<file path="config.mk">
export PLATFORM = sky130hd
export DESIGN_NAME = multi_mailbox_ring_queue
export DESIGN_NICKNAME = d
export VERILOG_FILES = /design/src/hdl/mmrq_pkg.sv /design/src/hdl/mmrq_ram.sv /design/src/hdl/multi_mailbox_ring_queue.sv
export SDC_FILE = /design/constraint.sdc
export NUM_CORES = 2
export LEC_CHECK = 0
export ABC_AREA = 1
export BUFFER_PORTS_ARGS = -buffer_cell sky130_fd_sc_hd__buf_2
export CAP_MARGIN = 25
export CORE_MARGIN = 4
export CORE_UTILIZATION = 40
export DETAILED_ROUTE_END_ITERATION = 16
export SYNTH_ARGS = -nofsm -noshare
export SYNTH_HDL_FRONTEND = slang
export SYNTH_SLANG_ARGS = --single-unit
</file>
<file path="constraint.sdc">
create_clock -name clk -period 5.84 [get_ports clk]
set_clock_uncertainty 0.1 [all_clocks]
set_input_delay 0 -clock clk [delete_from_list [all_inputs] [get_ports clk]]
set_output_delay 0 -clock clk [all_outputs]
set_load 0.01 [all_outputs]
</file>
<file path="src/hdl/mmrq_pkg.sv">
`timescale 1ns / 1ps

package mmrq_pkg;

  // Field widths of the stream payloads.
  localparam int MAILBOX_ID_W = 3;
  localparam int PORT_MAIL_W  = 32;
  localparam int FILL_LEVEL_W = 4;
  localparam int IN_TDATA_W   = 40;
  localparam int OUT_TDATA_W  = 40;

  // Operation codes carried in s_tuser.
  localparam logic OP_POST = 1'b0;
  localparam logic OP_TAKE = 1'b1;

  typedef enum logic [1:0] {
    ST_IDLE,
    ST_PTR,
    ST_MAIL,
    ST_DONE
  } state_t;

  typedef struct packed {
    logic s_tready;
    logic ptr_we;
    logic mail_we;
    logic res_load;
    logic mail_load;
    logic out_load;
  } ctrl_t;

endpackage

</file>
<file path="src/hdl/mmrq_ram.sv">
`timescale 1ns / 1ps

module mmrq_ram #(
  parameter int WIDTH = 32,
  parameter int DEPTH = 64,
  localparam int AW = (DEPTH > 1) ? $clog2(DEPTH) : 1
) (
  input  logic             clk,
  input  logic             we,
  input  logic [AW-1:0]    waddr,
  input  logic [WIDTH-1:0] wdata,
  input  logic [AW-1:0]    raddr,
  output logic [WIDTH-1:0] rdata
);

  logic [WIDTH-1:0] mem [DEPTH];

  always_ff @(posedge clk) begin
    if (we) begin
      mem[waddr] <= wdata;
    end
    rdata <= mem[raddr];
  end

endmodule

</file>
<file path="src/hdl/multi_mailbox_ring_queue.sv">
`timescale 1ns / 1ps
// Flow: a post, or any blocked item, goes from its input transfer through the pointer
// memory read (ST_PTR) to ST_DONE, which loads the output register once it is free; a
// successful take also passes the mail memory read (ST_MAIL). Throughput: one item at a
// time; the output register lets the next item run while a result waits to be taken.
// Reset: synchronous; all mailbox pointers read as empty at once through per-mailbox valid
// bits, with no clearing pass. The mail storage itself is not cleared.
module multi_mailbox_ring_queue #(
  parameter int MAILBOX_COUNT = 8,
  parameter int SLOTS_PER_BOX = 8,
  parameter int MAIL_WIDTH    = 32
) (
  input  logic                              clk,
  input  logic                              rst,
  input  logic                              s_tvalid,
  output logic                              s_tready,
  // mailbox_id[2:0], mail_data[34:3], zero padding[39:35]
  input  logic [mmrq_pkg::IN_TDATA_W-1:0]   s_tdata,
  // op[0]
  input  logic [0:0]                        s_tuser,
  output logic                              m_tvalid,
  input  logic                              m_tready,
  // taken_mail[31:0], fill_level[35:32], zero padding[39:36]
  output logic [mmrq_pkg::OUT_TDATA_W-1:0]  m_tdata,
  // blocked[0]
  output logic [0:0]                        m_tuser
);

  localparam int BOX_AW  = (MAILBOX_COUNT > 1) ? $clog2(MAILBOX_COUNT) : 1;
  localparam int SW      = $clog2(SLOTS_PER_BOX);
  localparam int CW      = $clog2(SLOTS_PER_BOX + 1);
  localparam int MDEPTH  = MAILBOX_COUNT * SLOTS_PER_BOX;
  localparam int MAW     = $clog2(MDEPTH);
  localparam int MID_W   = mmrq_pkg::MAILBOX_ID_W;
  localparam int PMW     = mmrq_pkg::PORT_MAIL_W;
  localparam int FLW     = mmrq_pkg::FILL_LEVEL_W;

  typedef struct packed {
    logic [CW-1:0] fill;
    logic [SW-1:0] wr;
    logic [SW-1:0] rd;
  } ptr_t;

  function automatic logic [SW-1:0] next_slot(input logic [SW-1:0] slot);
    logic [SW-1:0] n;
    n = slot + SW'(1);
    if (slot == SW'(SLOTS_PER_BOX - 1)) begin
      n = '0;
    end
    return n;
  endfunction

  mmrq_pkg::state_t state, state_next;
  mmrq_pkg::ctrl_t  ctrl;

  // Input unpacking and widening.
  logic [MID_W-1:0]  in_box;
  logic [6:0]        in_box_ext;
  logic [BOX_AW-1:0] in_box_idx;
  logic              in_range;
  logic [63:0]       in_word_ext;
  logic              s_accept;

  assign in_box      = s_tdata[MID_W-1:0];
  assign in_box_ext  = {{(7 - MID_W){1'b0}}, in_box};
  assign in_box_idx  = in_box_ext[BOX_AW-1:0];
  assign in_range    = in_box_ext < 7'(MAILBOX_COUNT);
  assign in_word_ext = {32'd0, s_tdata[MID_W+PMW-1:MID_W]};
  assign s_accept    = s_tvalid && s_tready;

  // Item held while it works through the memories.
  logic                  item_op;
  logic [BOX_AW-1:0]     item_box;
  logic                  item_in_range;
  logic [MAIL_WIDTH-1:0] item_word;
  logic                  item_ptr_valid;

  logic [MAILBOX_COUNT-1:0] ptr_valid;

  // Pending result.
  logic [PMW-1:0] res_mail;
  logic           res_blocked;
  logic [FLW-1:0] res_fill;

  // Pointer memory.
  ptr_t ptr_rdata, cur_ptr, new_ptr;

  mmrq_ram #(
    .WIDTH($bits(ptr_t)),
    .DEPTH(MAILBOX_COUNT)
  ) u_ptr_ram (
    .clk  (clk),
    .we   (ctrl.ptr_we),
    .waddr(item_box),
    .wdata(new_ptr),
    .raddr(in_box_idx),
    .rdata(ptr_rdata)
  );

  // A mailbox never written since reset reads as empty.
  assign cur_ptr = item_ptr_valid ? ptr_rdata : '0;

  logic take_ok, post_ok, item_ok;
  logic [CW-1:0]  fill_after;
  logic [8:0]     fill_ext;
  logic [MAW-1:0] mail_addr;

  always_comb begin
    take_ok = item_in_range && (item_op == mmrq_pkg::OP_TAKE) && (cur_ptr.fill != '0);
    post_ok = item_in_range && (item_op == mmrq_pkg::OP_POST) &&
              (cur_ptr.fill != CW'(SLOTS_PER_BOX));
    item_ok = take_ok || post_ok;

    new_ptr = cur_ptr;
    if (take_ok) begin
      new_ptr.fill = cur_ptr.fill - CW'(1);
      new_ptr.rd   = next_slot(cur_ptr.rd);
    end else if (post_ok) begin
      new_ptr.fill = cur_ptr.fill + CW'(1);
      new_ptr.wr   = next_slot(cur_ptr.wr);
    end

    if (!item_in_range) begin
      fill_after = '0;
    end else if (item_ok) begin
      fill_after = new_ptr.fill;
    end else begin
      fill_after = cur_ptr.fill;
    end
    fill_ext = '0;
    fill_ext[CW-1:0] = fill_after;

    mail_addr = MAW'(item_box) * MAW'(SLOTS_PER_BOX) +
                MAW'((item_op == mmrq_pkg::OP_TAKE) ? cur_ptr.rd : cur_ptr.wr);
  end

  // Mail memory.
  logic [MAIL_WIDTH-1:0] mail_rdata;
  logic [63:0]           mail_rdata_ext;

  mmrq_ram #(
    .WIDTH(MAIL_WIDTH),
    .DEPTH(MDEPTH)
  ) u_mail_ram (
    .clk  (clk),
    .we   (ctrl.mail_we),
    .waddr(mail_addr),
    .wdata(item_word),
    .raddr(mail_addr),
    .rdata(mail_rdata)
  );

  always_comb begin
    mail_rdata_ext = '0;
    mail_rdata_ext[MAIL_WIDTH-1:0] = mail_rdata;
  end

  // Sequencer.
  always_ff @(posedge clk) begin
    if (rst) begin
      state <= mmrq_pkg::ST_IDLE;
    end else begin
      state <= state_next;
    end
  end

  always_comb begin
    state_next = state;
    ctrl       = '0;
    case (state)
      mmrq_pkg::ST_IDLE: begin
        ctrl.s_tready = 1'b1;
        if (s_tvalid) begin
          state_next = mmrq_pkg::ST_PTR;
        end
      end
      mmrq_pkg::ST_PTR: begin
        ctrl.ptr_we   = item_ok;
        ctrl.mail_we  = post_ok;
        ctrl.res_load = 1'b1;
        state_next    = take_ok ? mmrq_pkg::ST_MAIL : mmrq_pkg::ST_DONE;
      end
      mmrq_pkg::ST_MAIL: begin
        ctrl.mail_load = 1'b1;
        state_next     = mmrq_pkg::ST_DONE;
      end
      mmrq_pkg::ST_DONE: begin
        if (!m_tvalid || m_tready) begin
          ctrl.out_load = 1'b1;
          state_next    = mmrq_pkg::ST_IDLE;
        end
      end
      default: begin
        state_next = mmrq_pkg::ST_IDLE;
      end
    endcase
  end

  assign s_tready = ctrl.s_tready;

  always_ff @(posedge clk) begin
    if (rst) begin
      ptr_valid <= '0;
    end else if (ctrl.ptr_we) begin
      ptr_valid[item_box] <= 1'b1;
    end
  end

  always_ff @(posedge clk) begin
    if (s_accept) begin
      item_op        <= s_tuser[0];
      item_box       <= in_box_idx;
      item_in_range  <= in_range;
      item_word      <= in_word_ext[MAIL_WIDTH-1:0];
      item_ptr_valid <= in_range && ptr_valid[in_box_idx];
    end
    if (ctrl.res_load) begin
      res_mail    <= '0;
      res_blocked <= !item_ok;
      res_fill    <= fill_ext[FLW-1:0];
    end
    if (ctrl.mail_load) begin
      res_mail <= mail_rdata_ext[PMW-1:0];
    end
  end

  // Output register.
  always_ff @(posedge clk) begin
    if (rst) begin
      m_tvalid <= 1'b0;
    end else if (ctrl.out_load) begin
      m_tvalid <= 1'b1;
    end else if (m_tready) begin
      m_tvalid <= 1'b0;
    end
  end

  always_ff @(posedge clk) begin
    if (ctrl.out_load) begin
      m_tdata    <= {{(mmrq_pkg::OUT_TDATA_W - PMW - FLW){1'b0}}, res_fill, res_mail};
      m_tuser[0] <= res_blocked;
    end
  end

  // A blocked result never carries a mail word.
  a_blocked_no_mail: assert property (@(posedge clk) disable iff (rst)
    m_tvalid && m_tuser[0] |-> m_tdata[PMW-1:0] == '0)
    else $error("blocked result carries a mail word");

  // The output register is loaded only when its previous result has gone.
  a_no_overwrite: assert property (@(posedge clk) disable iff (rst)
    ctrl.out_load |-> (!m_tvalid || m_tready))
    else $error("output result overwritten before transfer");

  // One item at a time: after an input transfer the engine is busy.
  a_busy_after_accept: assert property (@(posedge clk) disable iff (rst)
    s_accept |=> !s_tready)
    else $error("input accepted while an item is in flight");

endmodule
</file>
==> impl_metrics.csv <==
group,metric,value,unit
run_status,status,"completed",
global_routing,grt_start_max_net_pins,164,
setup_path,slowest_delay,750,ps
cts,cts_tree,"built",
global_routing,grt_pass1_vias,60900,
floorplan,io_pins,88,
drt,remaining_drc_errors,0,
global_routing,antenna_found_initial,8,
setup_path,cp_max_fo,29,
floorplan,die_w,496,um
drt,dr.max_layer_used,"met4",
setup_path,cp-start-kind,"flip-flop",
yosys,syn_area_per_cell,10.5,um^2
yosys,synthArstFlopShare,0,%
worst_hold_path,min_to,"item_box[1]$_DFFE_PP_",
cts,path_clk_slew,60,ps
setup_path,cp.arrival,5070,ps
yosys,ys_seq_area_share,71.7,%
placement,dp_hpwl,142000,um
drt,vias,64300,
worst_hold_path,hold_path_startpoint,"s_tdata[1]",
setup_path,timing.rr.end,"u_mail_ram.mem[21][17]$_DFFE_PP_",
yosys,synth-seq-cells,2292,
yosys,yosysWarnings,0,
finish,layout.nets,9239,
setup_path,cpMaxStageDelayCell,"edfxtp_1",
yosys,yosysMostFrequentCell,"nand2_1",
drt,wl_met2,124000,um
floorplan,die_area,246000,um^2
cts,cts_root_buf,"clkbuf_16",
sta,final-max-slew-violation-count,0,
placement,numPortBuffers,78,
sta,slew_headroom,28.8,%
pwr,ir_drop,0.000512,V
cts,cts_buffer_depth,3,
yosys,netlist_instances,9090,
yosys,synth_top_area_share,70.6,%
floorplan,start_util,40.4,%
drt,firstDrtPassIters,6,
setup_path,worstPathCellList,"nand2_1 -> ha_1 -> a31oi_2 -> inv_1 -> nor2_2 -> nand2_1 -> nor2_4 -> buf_4",
floorplan,die-height,496,um
sta,setup_viol,0,
cts,ctsHtreeMaxLevel,4,
drt,routed_wl,272000,um
worst_hold_path,hold_depth,2,
drt,vias_per_cell,5.13,
yosys,synthDistinctLibCells,27,
cts,clk_latency,890,ps
sta,fin_crit_sh,80.7,%
finish,area_growth,13.6,%
global_routing,grt-ovfl-total,0,
setup_path,critPathKind,"reg2reg",
worst_hold_path,hold_class,"in2reg",
yosys,syn_area,95300,um^2
floorplan,row_count,178,
sta,tightest_slew,1070,ps
cts,postCtsSetupRepairBufs,0,
job,maxCapViolations,0,
setup_path,crit_buf_inv,2,
drt,drt-wirelength-per-cell,21.7,um
setup_path,crit_family,"simple AND/OR/NAND/NOR gates",
pwr,powerDensity,403,nW/um^2
setup_path,rrSetupSlack,1130,ps
sta,finalCriticalPeriod,4710,ps
yosys,synth_top_area_cell,"edfxtp_1",
global_routing,grtUsageTotal,21.7,%
placement,routabilityCongestion,0.812,
setup_path,r2r_start,"item_ptr_valid$_DFFE_PP_",
sta,rsz0062_at_grt,"no",
drt,drt.antenna.violating_nets,0,
drt,drtIter0Drc,7137,
sta,fmax,212,MHz
floorplan,core-area,236000,um^2
setup_path,cpMostUsedCell,"nand2_1",
setup_path,cp-end-kind,"flip-flop",
drt,dr_wl_met3,23100,um
drt,met1_length,116000,um
pwr,p_leak,43.9,nW
sta,finalSetupTns,0,ps
cts,cts_buffers,233,
yosys,synth-edff-count,2239,
global_routing,grt_pass1_wl,400000,um
cts,clock_sinks,2292,
finish,drive_gt1_share,7.63,%
setup_path,r2r_cells,8,
setup_path,required,6200,ps
sta,fin_hold_ws,156,ps
yosys,synth.area.top_cells,"edfxtp_1 (71%), nand2_1 (21%), nand3_1 (3.1%), buf_2 (1.5%), dfxtp_1 (1.1%)",
sta,hold_violations,0,
yosys,synthTopCellsByCount,"nand2_1 (5268), edfxtp_1 (2239), nand3_1 (583)",
yosys,synth_flop_cell,"edfxtp_1",
==> flip-flops by register name, indices dropped and copies added, names as in the netlist, 2 cells and up <==
signal	cells
item_box	3
item_word	32
m_tdata	36
ptr_valid	8
res_fill	4
res_mail	32
state	2
u_mail_ram.mem	2048
u_mail_ram.rdata	32
u_ptr_ram.mem	80
u_ptr_ram.rdata	10
==> layer usage <==
layer,vias up,track usage (%)
met3,371,3.57
met4,0,6.83
met1,31300,30.7
met2,2512,34.5
li1,30100,-
met5,-,0
==> repair_timing <==
action / CTS / global route
hold endpoints to repair: 132 / 0
hold buffers: 78 / 0
gates resized for setup: 0 / 0
==> report_power, final <==
group	total [mW]	switching [mW]	leakage, nW	internal (mW)
Sequential	19.6	0.211	20.6	19.4
Clock	14.7	6.36	3.70	8.37
Combinational	9.27	7.14	19.6	2.13
==> stage by stage <==
step                      total power, mW  utilization, %  setup slack (ps)  area (um^2)  instances
after CTS                            43.8            45.8              1150       108000      12500
after floorplan                      25.5               -              2170        95300       9093
after global routing                 45.5            45.8               953       108000      12500
final                                43.6            45.9              1130       108000      12500
after global placement               29.0            42.3              1340        99900      12000
after detailed placement             29.1            42.3              1240        99900      12000
==> kinds of logic (layout without fill, tap and decap cells) <==
group | after synthesis | count (layout) | share of synthesized area (%)
compound gates | 97 | 97 | 0.554
xor+xnor | 10 | 10 | 0.0919
fa+ha+maj | 8 | 8 | 0.105
buf+inv | 611 | 906 | 2.84
flops | 2292 | 2292 | 71.7
other cells | 1 | 9 | 0.00394
simple gates | 6071 | 6071 | 24.7
==> cell type report <==
cell class	instances	area, um^2
diodes	5	12.5
flip-flops and latches	2292	68300
clock inverters	139	1370
repair buffers	365	3140
inverters	104	390
fillers	21500	128000
multi-input cells	6190	24900
well taps	3150	3940
clock buffers	298	6190
==> worst max-delay path by stage <==
stage / slack, ps / end / cells after the start / start
after floorplan: 2170 / u_mail_ram.mem[0][0]$_DFFE_PP_ / 8 / item_ptr_valid$_DFFE_PP_
after global placement: 1340 / u_mail_ram.mem[21][17]$_DFFE_PP_ / 8 / item_ptr_valid$_DFFE_PP_
after detailed placement: 1240 / u_mail_ram.mem[21][17]$_DFFE_PP_ / 8 / item_ptr_valid$_DFFE_PP_
after CTS: 1150 / u_mail_ram.mem[21][17]$_DFFE_PP_ / 8 / item_ptr_valid$_DFFE_PP_
after global routing: 950 / u_mail_ram.mem[21][17]$_DFFE_PP_ / 8 / item_ptr_valid$_DFFE_PP_
final: 1130 / u_mail_ram.mem[21][17]$_DFFE_PP_ / 8 / item_ptr_valid$_DFFE_PP_
==> layout by cell type (no fill, tap or decap), drive strengths merged, types with 10 or more instances in the layout <==
cell type,Yosys,layout
bufinv,0,20
a31oi,12,12
nor2,208,208
nand3,584,584
clkbuf,177,298
buf,330,287
edfxtp,2239,2239
dfxtp,53,53
o21ai,57,57
a21oi,14,14
nand2,5271,5271
xor2,10,10
dlygate4sd3,0,78
inv,104,111
clkinv,0,106
o22ai,12,12
Note: power is estimated with default switching activity, not from simulation.
